<file path="src/sv/u8sd_pkg.sv">
`default_nettype none

package u8sd_pkg;

  localparam int CpWidth = 21;
  localparam logic [CpWidth-1:0] ReplChar = 21'h00FFFD;

  typedef enum logic [1:0] {
    BYTE_ASCII,
    BYTE_CONT,
    BYTE_LEAD,
    BYTE_BAD
  } byte_kind_e;

  // One accepted byte's results: rep_cnt replacement chars, then an optional tail.
  typedef struct packed {
    logic [1:0]         rep_cnt;
    logic               has_tail;
    logic               tail_rep;
    logic [CpWidth-1:0] tail_cp;
  } u8sd_desc_t;

endpackage

`default_nettype wire

</file>
<file path="src/sv/u8sd_front.sv">
`default_nettype none

module u8sd_front (
  input  wire logic                clk_i,
  input  wire logic                rst_ni,
  input  wire logic                accept_i,
  input  wire logic [7:0]          text_byte_i,
  input  wire logic                end_of_text_i,
  output logic                     push_o,
  output u8sd_pkg::u8sd_desc_t     desc_o
);
  import u8sd_pkg::*;

  logic [CpWidth-1:0] partial_q, partial_d;
  logic [1:0]         need_q, need_d;
  logic [1:0]         held_q, held_d;

  byte_kind_e         kind;
  logic [1:0]         lead_need;
  logic [CpWidth-1:0] lead_bits;
  logic               fresh_tail;
  logic               fresh_rep;
  logic [CpWidth-1:0] fresh_cp;
  logic               fresh_open;
  logic [CpWidth-1:0] cont_code;
  u8sd_desc_t         desc;

  always_comb begin
    lead_need = 2'd0;
    lead_bits = '0;
    if (!text_byte_i[7]) begin
      kind = BYTE_ASCII;
    end else if (text_byte_i[7:6] == 2'b10) begin
      kind = BYTE_CONT;
    end else if (text_byte_i[7:5] == 3'b110) begin
      kind      = BYTE_LEAD;
      lead_need = 2'd1;
      lead_bits = {16'd0, text_byte_i[4:0]};
    end else if (text_byte_i[7:4] == 4'b1110) begin
      kind      = BYTE_LEAD;
      lead_need = 2'd2;
      lead_bits = {17'd0, text_byte_i[3:0]};
    end else if (text_byte_i[7:3] == 5'b11110) begin
      kind      = BYTE_LEAD;
      lead_need = 2'd3;
      lead_bits = {18'd0, text_byte_i[2:0]};
    end else begin
      kind = BYTE_BAD;
    end
  end

  always_comb begin
    fresh_tail = 1'b1;
    fresh_rep  = 1'b1;
    fresh_cp   = ReplChar;
    fresh_open = 1'b0;
    unique case (kind)
      BYTE_ASCII: begin
        fresh_rep = 1'b0;
        fresh_cp  = {13'd0, text_byte_i};
      end
      BYTE_LEAD: begin
        if (!end_of_text_i) begin
          fresh_tail = 1'b0;
          fresh_open = 1'b1;
        end
      end
      default: ;
    endcase
  end

  assign cont_code = {partial_q[CpWidth-7:0], text_byte_i[5:0]};

  always_comb begin
    desc      = '0;
    partial_d = partial_q;
    need_d    = need_q;
    held_d    = held_q;
    if (need_q != 2'd0) begin
      if (kind == BYTE_CONT) begin
        if (need_q == 2'd1) begin
          desc.has_tail = 1'b1;
          desc.tail_cp  = cont_code;
          partial_d     = '0;
          need_d        = 2'd0;
          held_d        = 2'd0;
        end else if (end_of_text_i) begin
          desc.rep_cnt = held_q + 2'd2;
          partial_d    = '0;
          need_d       = 2'd0;
          held_d       = 2'd0;
        end else begin
          partial_d = cont_code;
          need_d    = need_q - 2'd1;
          held_d    = held_q + 2'd1;
        end
      end else begin
        desc.rep_cnt  = held_q + 2'd1;
        desc.has_tail = fresh_tail;
        desc.tail_rep = fresh_rep;
        desc.tail_cp  = fresh_cp;
        partial_d     = fresh_open ? lead_bits : '0;
        need_d        = fresh_open ? lead_need : 2'd0;
        held_d        = 2'd0;
      end
    end else begin
      desc.has_tail = fresh_tail;
      desc.tail_rep = fresh_rep;
      desc.tail_cp  = fresh_cp;
      if (fresh_open) begin
        partial_d = lead_bits;
        need_d    = lead_need;
        held_d    = 2'd0;
      end
    end
    if (end_of_text_i) begin
      partial_d = '0;
      need_d    = 2'd0;
      held_d    = 2'd0;
    end
  end

  assign desc_o = desc;
  assign push_o = accept_i && ((desc.rep_cnt != 2'd0) || desc.has_tail);

  always_ff @(posedge clk_i or negedge rst_ni) begin
    if (!rst_ni) begin
      partial_q <= '0;
      need_q    <= 2'd0;
      held_q    <= 2'd0;
    end else if (accept_i) begin
      partial_q <= partial_d;
      need_q    <= need_d;
      held_q    <= held_d;
    end
  end

endmodule

`default_nettype wire

</file>
<file path="src/sv/u8sd_queue.sv">
`default_nettype none

module u8sd_queue #(
  parameter int Depth = 4
) (
  input  wire logic                clk_i,
  input  wire logic                rst_ni,
  input  wire logic                push_i,
  input  wire u8sd_pkg::u8sd_desc_t wr_desc_i,
  input  wire logic                pop_i,
  output u8sd_pkg::u8sd_desc_t     rd_desc_o,
  output logic                     empty_o,
  output logic                     full_o
);
  import u8sd_pkg::*;

  localparam int AW = (Depth > 1) ? $clog2(Depth) : 1;
  localparam int CW = $clog2(Depth + 1);
  localparam logic [AW-1:0] LastPtr = AW'(Depth - 1);
  localparam logic [CW-1:0] FullCnt = CW'(Depth);

  u8sd_desc_t    mem_q [Depth];
  logic [AW-1:0] wr_ptr_q, rd_ptr_q;
  logic [CW-1:0] cnt_q;
  logic          do_wr, do_rd;

  assign empty_o   = (cnt_q == '0);
  assign full_o    = (cnt_q == FullCnt);
  assign do_wr     = push_i && !full_o;
  assign do_rd     = pop_i && !empty_o;
  assign rd_desc_o = mem_q[rd_ptr_q];

  always_ff @(posedge clk_i) begin
    if (do_wr) begin
      mem_q[wr_ptr_q] <= wr_desc_i;
    end
  end

  always_ff @(posedge clk_i or negedge rst_ni) begin
    if (!rst_ni) begin
      wr_ptr_q <= '0;
      rd_ptr_q <= '0;
      cnt_q    <= '0;
    end else begin
      if (do_wr) begin
        wr_ptr_q <= (wr_ptr_q == LastPtr) ? '0 : wr_ptr_q + 1'b1;
      end
      if (do_rd) begin
        rd_ptr_q <= (rd_ptr_q == LastPtr) ? '0 : rd_ptr_q + 1'b1;
      end
      if (do_wr && !do_rd) begin
        cnt_q <= cnt_q + 1'b1;
      end else if (do_rd && !do_wr) begin
        cnt_q <= cnt_q - 1'b1;
      end
    end
  end

endmodule

`default_nettype wire

</file>
<file path="src/sv/u8sd_back.sv">
`default_nettype none

module u8sd_back (
  input  wire logic                 clk_i,
  input  wire logic                 rst_ni,
  input  wire u8sd_pkg::u8sd_desc_t head_i,
  input  wire logic                 empty_i,
  output logic                      pop_o,
  output logic                      m_valid_o,
  input  wire logic                 m_ready_i,
  output logic [u8sd_pkg::CpWidth-1:0] m_code_point_o,
  output logic                      m_replaced_o,
  output logic                      m_last_o
);
  import u8sd_pkg::*;

  logic [1:0]         idx_q, idx_d;
  logic               valid_q;
  logic [CpWidth-1:0] cp_q;
  logic               rep_q;
  logic               last_q;

  logic               load;
  logic               emit_rep;
  logic               item_last;
  logic [CpWidth-1:0] item_cp;
  logic               item_rep;

  assign load     = !empty_i && (!valid_q || m_ready_i);
  assign emit_rep = idx_q < head_i.rep_cnt;

  always_comb begin
    if (emit_rep) begin
      item_cp   = ReplChar;
      item_rep  = 1'b1;
      item_last = (({1'b0, idx_q} + 3'd1) == {1'b0, head_i.rep_cnt}) && !head_i.has_tail;
    end else begin
      item_cp   = head_i.tail_cp;
      item_rep  = head_i.tail_rep;
      item_last = 1'b1;
    end
    idx_d = item_last ? 2'd0 : idx_q + 2'd1;
  end

  assign pop_o = load && item_last;

  always_ff @(posedge clk_i or negedge rst_ni) begin
    if (!rst_ni) begin
      valid_q <= 1'b0;
      idx_q   <= 2'd0;
    end else begin
      if (!valid_q || m_ready_i) begin
        valid_q <= !empty_i;
      end
      if (load) begin
        idx_q <= idx_d;
      end
    end
  end

  always_ff @(posedge clk_i) begin
    if (load) begin
      cp_q   <= item_cp;
      rep_q  <= item_rep;
      last_q <= item_last;
    end
  end

  assign m_valid_o      = valid_q;
  assign m_code_point_o = cp_q;
  assign m_replaced_o   = rep_q;
  assign m_last_o       = last_q;

endmodule

`default_nettype wire

</file>
<file path="src/sv/utf8_stream_decoder_unit.sv">
`default_nettype none

// UTF-8 stream decoder: takes one text byte per cycle (tlast marks the final byte of the
// text) and gives zero to four code points per byte. A byte is taken every cycle while
// the descriptor queue (QueueDepth entries) has room; results leave at one per cycle
// while tready is high, through a registered output stage. With the queue empty and
// the output stage free, a byte's descriptor is written into the queue and its first
// result is then loaded into the output register, which raises tvalid.
// Malformed input yields U+FFFD with tuser set; tlast flags the last result of each byte.
module utf8_stream_decoder_unit #(
  parameter int QueueDepth = 4
) (
  input  wire logic        clk_i,
  input  wire logic        rst_ni,
  input  wire logic        s_axis_tvalid_i,
  output logic             s_axis_tready_o,
  input  wire logic [7:0]  s_axis_tdata_i,   // [7:0] text_byte
  input  wire logic        s_axis_tlast_i,   // end_of_text
  output logic             m_axis_tvalid_o,
  input  wire logic        m_axis_tready_i,
  output logic [23:0]      m_axis_tdata_o,   // [20:0] code_point, [23:21] zero
  output logic             m_axis_tuser_o,   // replaced
  output logic             m_axis_tlast_o    // last_of_run
);
  import u8sd_pkg::*;

  logic               accept;
  logic               push;
  logic               pop;
  logic               q_empty;
  logic               q_full;
  u8sd_desc_t         wr_desc;
  u8sd_desc_t         head;
  logic [CpWidth-1:0] code_point;

  assign s_axis_tready_o = !q_full;
  assign accept          = s_axis_tvalid_i && !q_full;

  u8sd_front u_front (
    .clk_i         (clk_i),
    .rst_ni        (rst_ni),
    .accept_i      (accept),
    .text_byte_i   (s_axis_tdata_i),
    .end_of_text_i (s_axis_tlast_i),
    .push_o        (push),
    .desc_o        (wr_desc)
  );

  u8sd_queue #(
    .Depth (QueueDepth)
  ) u_queue (
    .clk_i     (clk_i),
    .rst_ni    (rst_ni),
    .push_i    (push),
    .wr_desc_i (wr_desc),
    .pop_i     (pop),
    .rd_desc_o (head),
    .empty_o   (q_empty),
    .full_o    (q_full)
  );

  u8sd_back u_back (
    .clk_i          (clk_i),
    .rst_ni         (rst_ni),
    .head_i         (head),
    .empty_i        (q_empty),
    .pop_o          (pop),
    .m_valid_o      (m_axis_tvalid_o),
    .m_ready_i      (m_axis_tready_i),
    .m_code_point_o (code_point),
    .m_replaced_o   (m_axis_tuser_o),
    .m_last_o       (m_axis_tlast_o)
  );

  assign m_axis_tdata_o = {3'b000, code_point};

endmodule

`default_nettype wire
</file>
<file path="config.mk">
export PLATFORM = sky130hd
export DESIGN_NAME = utf8_stream_decoder_unit
export DESIGN_NICKNAME = d
export VERILOG_FILES = /design/src/sv/u8sd_pkg.sv /design/src/sv/u8sd_front.sv /design/src/sv/u8sd_queue.sv /design/src/sv/u8sd_back.sv /design/src/sv/utf8_stream_decoder_unit.sv
export SDC_FILE = /design/constraint.sdc
export NUM_CORES = 1
export LEC_CHECK = 0
export ABC_CLOCK_PERIOD_IN_PS = 6000
export BUFFER_PORTS_ARGS = -buffer_cell sky130_fd_sc_hd__buf_2
export CORE_ASPECT_RATIO = 0.6
export CORE_MARGIN = 5
export CORE_UTILIZATION = 35
export DETAILED_ROUTE_END_ITERATION = 7
export GPL_TIMING_DRIVEN = 0
export PLACE_DENSITY_LB_ADDON = 0.08
export SYNTH_ARGS = -nofsm -noshare
export SYNTH_HDL_FRONTEND = slang
export SYNTH_SLANG_ARGS = --single-unit
</file>
<file path="constraint.sdc">
create_clock -name clk_i -period 6 [get_ports clk_i]
set_input_delay 0.3 -clock clk_i [delete_from_list [all_inputs] [get_ports clk_i]]
set_output_delay 0.3 -clock clk_i [all_outputs]
set_load 0.02 [all_outputs]
</file>
Word-level counts from Yosys, hierarchy flattened
Memory sizes are Yosys's and may differ from the RTL's.
Cells that the tools add are included.
{"block": "totals", "reg_bits": 52, "mem_bits_rw": 100, "in_bits": 13, "output_inout_bits": 28, "word_cells": 112, "n_memories": 1}
{"name": "u_queue.mem_q", "depth": 4, "width": 25, "read_ports": 1, "rd_ports_with_merged_regs": 0, "wr": 1, "line": "u8sd_queue.sv:22", "rtl": "u8sd_desc_t mem_q [Depth];"}
{"block": "classes", "addsub": 9, "magnitude_cmp": 1, "n_eq_ne": 11, "n_mux": 55, "n_reduce_logical": 24}
{"operator": "two-way mux 15 bit", "n": 9}
{"operator": "two-way mux 2 bit", "n": 26}
{"operator": "two-way mux 21 bit", "n": 2}
{"operator": "two-way mux 23 bit", "n": 1}
{"operator": "two-way mux 16 bit", "n": 1}
{"operator": "two-way mux 3 bit", "n": 4}
{"operator": "two-way mux 1 bit", "n": 11}
{"operator": "logical AND 1 bit", "n": 9}
{"operator": "adder 2 x 1 -> 2 bit, second input constant", "n": 4}
{"operator": "equality test 2 bit, second input constant", "n": 4}
{"operator": "equality test 3 bit, second input constant", "n": 2}
{"operator": "logical NOT 1 bit", "n": 6}
{"operator": "nonzero test 2 bit", "n": 3}
{"operator": "equality test 5 bit, second input constant", "n": 1}
{"operator": "equality test 2 x 1 -> 1 bit, second input constant", "n": 2}
{"operator": "equality test 4 bit, second input constant", "n": 1}
{"operator": "two-way mux 4 bit", "n": 1}
{"operator": "adder 2 x 1 -> 3 bit, second input constant", "n": 1}
{"operator": "adder 3 x 1 -> 3 bit, second input constant", "n": 1}
{"operator": "equality test 3 x 2 -> 1 bit", "n": 1}
{"operator": "logical NOT 3 bit", "n": 1}
{"operator": "nonzero test 3 bit", "n": 1}
{"operator": "subtractor 3 x 1 -> 3 bit, second input constant", "n": 1}
{"operator": "adder 2 bit, second input constant", "n": 1}
{"operator": "other kinds (5)", "n": 6}

Logic depth before layout (Yosys ltp)
Gate-level depths: netlist of the first run.
{"block": "logic_depth", "ltp_word": 18, "ltp_mapped": 15, "mapped_depth_nobuf": 13}

By module
Synthesis of the first run repeated with hierarchy kept, for this count alone.
{"block": "hier_totals", "hier_cells": 393, "hier_area_um2": 6362.4}
{"module": "u8sd_queue", "n_inst": 1, "cells_each": 168, "area_per_inst_um2": 4075.2}
{"module": "u8sd_front", "n_inst": 1, "cells_each": 150, "area_per_inst_um2": 1194.9}
{"module": "u8sd_back", "n_inst": 1, "cells_each": 69, "area_per_inst_um2": 1056.0}
{"module": "utf8_stream_decoder_unit", "n_inst": 1, "cells_each": 6, "area_per_inst_um2": 36.3}

Worst setup path after synthesis of the first run
Ideal clock, no wire load.
{"block": "synth_path", "path_type": "register -> register", "startpoint": "reg u_queue.rd_ptr_q[0]", "endpoint": "reg u_queue.cnt_q[1]", "setup_ps": 125, "t_arrival_ps": 3182, "required_time_ps": 5875, "slack_ps": 2693, "path_stages_with_launch": 12, "path_cell_list": "dfrtp_1 buf_6 buf_2 mux4_2 ha_1 o41ai_4 and2_4 inv_1 ha_1 inv_1 fa_1 mux2_2"}
{"block": "synth_via", "elab_chain_len": 9, "elab_cells_between_ends": 13, "classes_between": "order compare: 1; eq/ne: 1; mux: 2; reduce/logical: 8; memory: 1"}
{"item": "from (decl)", "line": "u8sd_queue.sv:23", "rtl": "logic [AW-1:0] wr_ptr_q, rd_ptr_q;"}
{"item": "from (signal assigned)", "line": "u8sd_queue.sv:49", "rtl": "rd_ptr_q <= (rd_ptr_q == LastPtr) ? '0 : rd_ptr_q + 1'b1;"}
{"item": "memory (4 x 25 bit) (*)"}
{"item": "equality test 3 x 2 -> 1 bit or logical NOT 1 bit (tied branches)", "line": "u8sd_back.sv:36", "rtl": "item_last = (({1'b0, idx_q} + 3'd1) == {1'b0, head_i.rep_cnt}) && !head_i.has_tail;"}
{"item": "logical AND 1 bit", "line": "u8sd_back.sv:36"}
{"item": "two-way mux 1 bit (*)", "line": "u8sd_back.sv:33", "rtl": "if (emit_rep) begin"}
{"item": "via u_back.item_last", "line": "u8sd_back.sv:25", "rtl": "logic item_last;"}
{"item": "logical AND 1 bit (*)", "line": "u8sd_back.sv:45", "rtl": "assign pop_o = load && item_last;"}
{"item": "logical AND 1 bit (*)", "line": "u8sd_queue.sv:30", "rtl": "assign do_rd = pop_i && !empty_o;"}
{"item": "logical NOT 1 bit", "line": "u8sd_queue.sv:51", "rtl": "if (do_wr && !do_rd) begin"}
{"item": "logical AND 1 bit", "line": "u8sd_queue.sv:51"}
{"item": "two-way mux 3 bit or nonzero test 2 bit (tied branches)"}
{"item": "to (signal assigned)", "line": "u8sd_queue.sv:52", "rtl": "cnt_q <= cnt_q + 1'b1;"}
{"item": "to (signal assigned)", "line": "u8sd_queue.sv:54", "rtl": "cnt_q <= cnt_q - 1'b1;"}
{"item": "to (decl)", "line": "u8sd_queue.sv:24", "rtl": "logic [CW-1:0] cnt_q;"}
Mark *: on every way through the listed nets, which the timed path passes. The rest lies on a longest branch.
A chain may end at the register's enable or synchronous reset.

Worst setup path after layout of the first run
{"block": "layout_path", "startpoint": "reg u_queue.rd_ptr_q[1]", "endpoint": "reg u_queue.cnt_q[2]"}
Same word-level chain as after synthesis.

==> results of run 1 <==
==> metrics by stage <==
step	cells	hold WS (ns)	util, %	worst slack [ns]
final	693	0.1341	42.39	1.975
after global placement	660	0.4007	38.88	1.867
after floorplan	391	0.004409	-	2.693
after global routing	693	0.1504	42.39	1.714
after detailed placement	660	0.4081	38.91	1.940
after CTS	693	0.1175	42.39	1.914
==> layout by cell type (no fill, tap or decap), types with 4 or more instances in the layout <==
cell,n
dfrtp_1,29
clkbuf_16,17
nor2b_1,7
nor3_1,4
a22o_1,4
mux4_2,23
edfxtp_1,123
and2_1,5
o21a_1,6
or2_2,16
clkinvlp_4,4
ha_1,11
inv_1,17
buf_2,39
o31ai_1,4
o21ai_0,17
nor2_1,10
nand2_1,50
and2_2,4
clkbuf_1,13
==> registers in the layout, indices dropped and copies added, names as in the netlist <==
register and count:
u_back.m_last_o 1, u_queue.cnt_q 3, u_front.held_q 2, u_back.m_code_point_o 21
u_back.m_replaced_o 1, u_queue.rd_ptr_q 2, u_queue.mem_q 100, u_front.partial_q 15
u_back.m_valid_o 1, u_front.need_q 2, u_back.idx_q 2, u_queue.wr_ptr_q 2
==> power by group <==
| part | internal [mW] | switching [mW] |
|---|---|---|
| logic | 0.486 | 0.697 |
| registers | 1.47 | 0.0769 |
| clock network | 0.624 | 0.442 |
==> worst paths after layout <==
check	slack, ns	endpoint	start
hold / removal	0.13	u_back.m_valid_o$_DFFE_PN0N_	m_axis_tready_i
max in group asynchronous	5.04	u_front.held_q[1]$_DFFE_PN0P_	rst_ni
min in group asynchronous	0.48	u_queue.wr_ptr_q[1]$_DFFE_PN0P_	rst_ni
setup / recovery	1.97	u_queue.cnt_q[2]$_DFFE_PN0P_	u_queue.rd_ptr_q[1]$_DFFE_PN0P_
hold reg to reg	0.48	u_front.partial_q[14]$_DFFE_PN0P_	u_front.partial_q[14]$_DFFE_PN0P_
setup reg to reg	1.97	u_queue.cnt_q[2]$_DFFE_PN0P_	u_queue.rd_ptr_q[1]$_DFFE_PN0P_
==> logic make-up (layout without fill, tap and decap cells) <==
logic type / Yosys count / after routing / share of synthesized area, %
AO/OA/AOI/OAI: 45 / 45 / 5.105
XOR/XNOR: 5 / 5 / 0.8177
adder cells (fa/ha/maj): 12 / 12 / 2.512
buffers and inverters: 38 / 106 / 2.652
flip-flops: 152 / 152 / 70.43
multiplexers: 30 / 30 / 10.11
other: 1 / 3 / 0.05976
AND/OR/NAND/NOR: 106 / 106 / 8.315
==> cell type report <==
class	instances	area share (%)
buffer	21	1.394
clock buffer	18	5.832
clock inverter	14	2.228
inverter	17	0.8672
multi-input combinational	201	23.13
sequential	152	60.06
tap	234	3.979
timing repair buffer	36	2.517
==> cells in the mapped netlist (3+ instances only) <==
library cell	number	share of area [%]
o21ai_0	17	1.4
o21a_1	6	0.72
nand2_1	50	3.0
mux4_2	23	8.3
dfrtp_1	29	12
edfxtp_1	123	59
nor2b_1	7	0.70
nor3_1	4	0.32
o31ai_1	4	0.48
a21oi_1	3	0.24
buf_4	3	0.36
mux2_2	3	0.54
or2_2	16	1.6
inv_1	17	1.0
a22o_1	4	0.56
and2_1	9	0.90
clkbuf_1	12	0.72
buf_2	4	0.32
nor2_1	10	0.60
ha_1	11	2.2
==> critical path: cells and delay by family, from the launching register on <==
kind | cells | cell delay, ns
fa+ha+maj | 3 | 0.69
simple gates | 2 | 0.32
xor+xnor | 2 | 0.30
buf+inv | 5 | 1.09
flops | 1 | 0.34
mux | 1 | 0.35
compound gates | 2 | 0.85
==> per-layer routing <==
layer | vias up | GRT usage, %
li1 | 1560 | -
met1 | 1720 | 21.69
met2 | 53 | 18.40
met3 | 13 | 2.709
met4 | 0 | 4.167
met5 | - | 0
==> flow_summary.yaml, run 1 <==
clocking:
  post_cts_resized: 0
  insertion_delay_ns: 0.42
  cts_root_buf: "clkbuf_16"
  h-tree-depth: 4
  cts.clk_slew.worst_paths_ns: 0.06
  tritoncts: "built"
  clockBufferDepth: 2
  cts_setup_buffers: 0
  hold_buffers: 1
  cts.sink_count: 152
  cts_buffers: 17
setup_path:
  critical_path.max_fanout: 10
  worst_r2r_path_depth: 15
  critPathMaxStageDelay_ns: 0.64
  path_class: "reg2reg"
  path_cells: "buf_2, clkbuf_1, mux4_2, ha_1, inv_1, a21oi_1, o41ai_4, and2_4, inv_1, ha_1, inv_1, fa_1, xor2_1, nor2_1, xor2_1"
  required_ns: 6.34
  crit_path_top_delay_cell: "clkbuf_1"
  cp_common_cell: "inv_1"
  arrival_ns: 4.36
  cp-end-kind: "flip-flop"
  start_kind: "flip-flop"
timing:
  finalHoldViolations: 0
  slew_headroom_pct: 21.97
  fin_worst_skew_ns: 0.01118
  setup_violations: 0
  finalMaxSlewViolations: 0
  rsz0062_at_grt: "no"
  tns_ns: 0
  fin_crit_sh_pct: 67.08
  finalCriticalPeriod_ns: 4.025
  fmax_ghz: 0.2484
  max_slew.worst_pin.slew_ns: 1.169
layout:
  fillers: 1612
  layout.nets: 471
  drive_above_1_share_pct: 27.89
  syn_to_final_growth_pct: 17.27
  final_area_sq_um: 7358
  n_antenna_cell: 0
  seq_area_sq_um: 4419
  multi_input_area_sq_um: 1702
yosys:
  synthCells: 389
  synthFlopType: "edfxtp_1"
  seq_area_frac_synth_pct: 70.43
  synth.distinct_cells: 47
  synthArstFlopShare_pct: 19.08
  yosysWarnings: 0
  ys_ff_latch: 152
  syn-cell-area_sq_um: 6275
  syn_area_per_cell_sq_um: 16.13
  synth-edff-count: 123
drt:
  met1_length_microns: 7327
  num_vias: 3346
  drt-total-wl_microns: 13210
  viasPerCell: 4.828
  dr.max_layer_used: "met4"
  drt_pass1_iterations: 4
  drc: 0
  wl_per_cell_microns: 19.06
  ant_nets: 0
  met3_length_microns: 395
  drtIter0Drc: 257
  dr_wl_met2_microns: 5321
hold_path:
  hp-class: "in2reg"
  hold_path_depth: 4
floorplan:
  die_w_microns: 182.9
  start_util_pct: 36.14
  rows: 37
  io_pins: 41
  die-area_sq_um: 20790
  dieHeight_microns: 113.7
  fp.coreArea_sq_um: 17360
placement:
  post-dp-hpwl_microns: 8632
  io_buffers: 35
  placed_cell_area_sq_um: 6755
  gp_congestion: 0.8149
power_and_ir_drop:
  power_density_nw_per_um2: 516.3
  p_total_mw: 3.799
  vdd_drop_max_v: 0.0002121
  p_leak_nw: 2.654
global_route:
  grt_pass1_wl_microns: 21070
  grt_max_degree: 30
  antenna_found_initial: 0
  grt_overflow: 0
  first_global_vias: 3517
  grt_util_all_layers_pct: 13.56
job:
  maxCapViolCount: 0
run_status:
  status: "finished, final reports clean"
No activity file was read; power rests on OpenSTA's default activity.
==> run 2: changes to the inputs <==
--- a/config.mk
+++ b/config.mk
@@ -5,7 +5,7 @@
 export SDC_FILE = /design/constraint.sdc
 export NUM_CORES = 1
 export LEC_CHECK = 0
-export ABC_CLOCK_PERIOD_IN_PS = 6000
+export ABC_CLOCK_PERIOD_IN_PS = 3600
 export BUFFER_PORTS_ARGS = -buffer_cell sky130_fd_sc_hd__buf_2
 export CORE_ASPECT_RATIO = 0.6
 export CORE_MARGIN = 5
==> constraint.sdc (replaced) <==
create_clock -name clk_i -period 3.6 [get_ports clk_i]
set_input_delay 0.18 -clock clk_i [delete_from_list [all_inputs] [get_ports clk_i]]
set_output_delay 0.18 -clock clk_i [all_outputs]
set_load 0.02 [all_outputs]
==> flow_summary.yaml, run 2 (same netlist as run 1, synthesis figures left out) <==
clocking:
  cts_buffers: 17
  cts_setup_buffers: 0
  tritoncts: "built"
  insertion_delay_ns: 0.42
  cts.clk_slew.worst_paths_ns: 0.06
  cts_root_buf: "clkbuf_16"
  cts.sink_count: 152
  h-tree-depth: 4
  clockBufferDepth: 2
timing:
  finalHoldViolations: 0
  setup_ws_ns: 0.1764
  max_slew.worst_pin.slew_ns: 1.179
  whs_ns: 0.03112
  finalCriticalPeriod_ns: 3.424
  fin_crit_sh_pct: 95.10
  fin_worst_skew_ns: 0.01115
  slew_headroom_pct: 21.31
  fmax_ghz: 0.2921
  finalMaxSlewViolations: 0
  rsz0062_at_grt: "no"
  setup_violations: 0
global_route:
  antenna_found_initial: 0
  first_global_vias: 3521
  grt_max_degree: 30
  grt_pass1_wl_microns: 21000
  grt_util_all_layers_pct: 13.49
  grt_overflow: 0
layout:
  n_antenna_cell: 0
  largest_register_ffs: 100
  drive_above_1_share_pct: 28.10
  final_common_cell: "edfxtp_1"
  syn_to_final_growth_pct: 17.65
  fillers: 1607
  largest_register: "u_queue.mem_q"
  layout.nets: 471
  final_cell_mix: "edfxtp_1 (123), nand2_1 (50), buf_2 (38)"
setup_path:
  crit_start: "u_queue.rd_ptr_q[1]$_DFFE_PN0P_"
  worst_r2r_path_depth: 11
  crit_end: "u_queue.cnt_q[1]$_DFFE_PN0P_"
  start_kind: "flip-flop"
  required_ns: 3.90
  critical_path.max_fanout: 10
  arrival_ns: 3.72
  r2r_slack_ns: 0.18
  r2r-end: "u_queue.cnt_q[1]$_DFFE_PN0P_"
  path_class: "reg2reg"
  r2r-start: "u_queue.rd_ptr_q[1]$_DFFE_PN0P_"
  cp-end-kind: "flip-flop"
power_and_ir_drop:
  power_density_nw_per_um2: 860.6
  p_total_mw: 6.353
  p_leak_nw: 2.661
  vdd_drop_max_v: 0.0003532
floorplan:
  io_pins: 41
  dieHeight_microns: 113.7
  die_w_microns: 182.9
  die-area_sq_um: 20790
  fp.coreArea_sq_um: 17360
  start_util_pct: 36.14
  rows: 37
drt:
  wl_per_cell_microns: 18.94
  drc: 0
  ant_nets: 0
  drt_pass1_iterations: 4
  num_vias: 3361
  drt-total-wl_microns: 13120
  drtIter0Drc: 241
  viasPerCell: 4.850
placement:
  gp_congestion: 0.8149
  place_ws_ns: -0.4597
  io_buffers: 35
  post-dp-hpwl_microns: 8632
job:
  maxCapViolCount: 0
run_status:
  status: "finished, final reports clean"
hold_path:
  hp-class: "in2reg"
## run 2: changes by cell type in the layout (fill, tap and decap cells not counted), sizes merged
cell,change
dlygate4sd3,+1
buf,-1
## run 2: what timing repair did
item | in CTS | in global routing
gates resized for setup | 2 | 4
hold buffers | 2 | 0
pin swaps | 0 | 0
endpoints found under the setup margin | 2 | 2
hold endpoints to repair | 30 | 0
## run 2: routing by layer
metal / GRT usage [%] / routed length [microns] / up-vias
met5: 0 / 0 / -
met1: 21.55 / 7268 / 1734
met4: 4.167 / 163 / 0
li1: - / - / 1556
met2: 18.33 / 5282 / 58
met3: 2.709 / 409 / 13
## run 2: final cells by class
cell class	count	area, sq um	share of cell area, %
flip-flops and latches	152	4419	59.86
clock buffers	18	429.2	5.814
multi-input cells	201	1713	23.20
clock inverters	14	163.9	2.220
inverters	17	63.81	0.8644
well taps	234	292.8	3.966
plain buffers	20	105.1	1.424
repair buffers	37	195.2	2.644
## run 2: per-stage QoR
stage	cell area, sq um	TNS (ns)	std cells	util, %
floorplan	6282	0	391	-
finish	7382	0	693	42.52
global placement	6750	-0.9908	660	38.88
CTS	7368	0	693	42.44
detailed placement	6755	-0.8923	660	38.91
global route	7382	0	693	42.52
## run 2: worst min-delay path by stage
stage	slack (ns)	endpoint	depth (start not counted)	from
after detailed placement	0.29	u_queue.wr_ptr_q[1]$_DFFE_PN0P_	1	rst_ni
after global placement	0.28	u_queue.wr_ptr_q[1]$_DFFE_PN0P_	1	rst_ni
after CTS	0.02	u_front.partial_q[1]$_DFFE_PN0P_	2	s_axis_tdata_i[1]
after global routing	0.05	u_front.partial_q[1]$_DFFE_PN0P_	2	s_axis_tdata_i[1]
final	0.03	u_front.partial_q[1]$_DFFE_PN0P_	2	s_axis_tdata_i[1]
after floorplan	-0.12	u_back.idx_q[0]$_DFFE_PN0P_	0	rst_ni
## run 2: critical path, cell delays in order (launching register included)
cell and delay [ns]:
dfrtp_1 0.34, buf_2 0.27, clkbuf_4 0.32, mux4_2 0.34
ha_1 0.34, o41ai_4 0.42, and2_4 0.24, inv_1 0.06
ha_1 0.22, inv_1 0.07, fa_1 0.40, mux2_2 0.27
## run 2: where the power goes
group / total [mW] / switching, mW / internal (mW)
Clock: 1.78 / 0.743 / 1.04
Sequential: 2.58 / 0.130 / 2.45
Combinational: 1.98 / 1.16 / 0.826
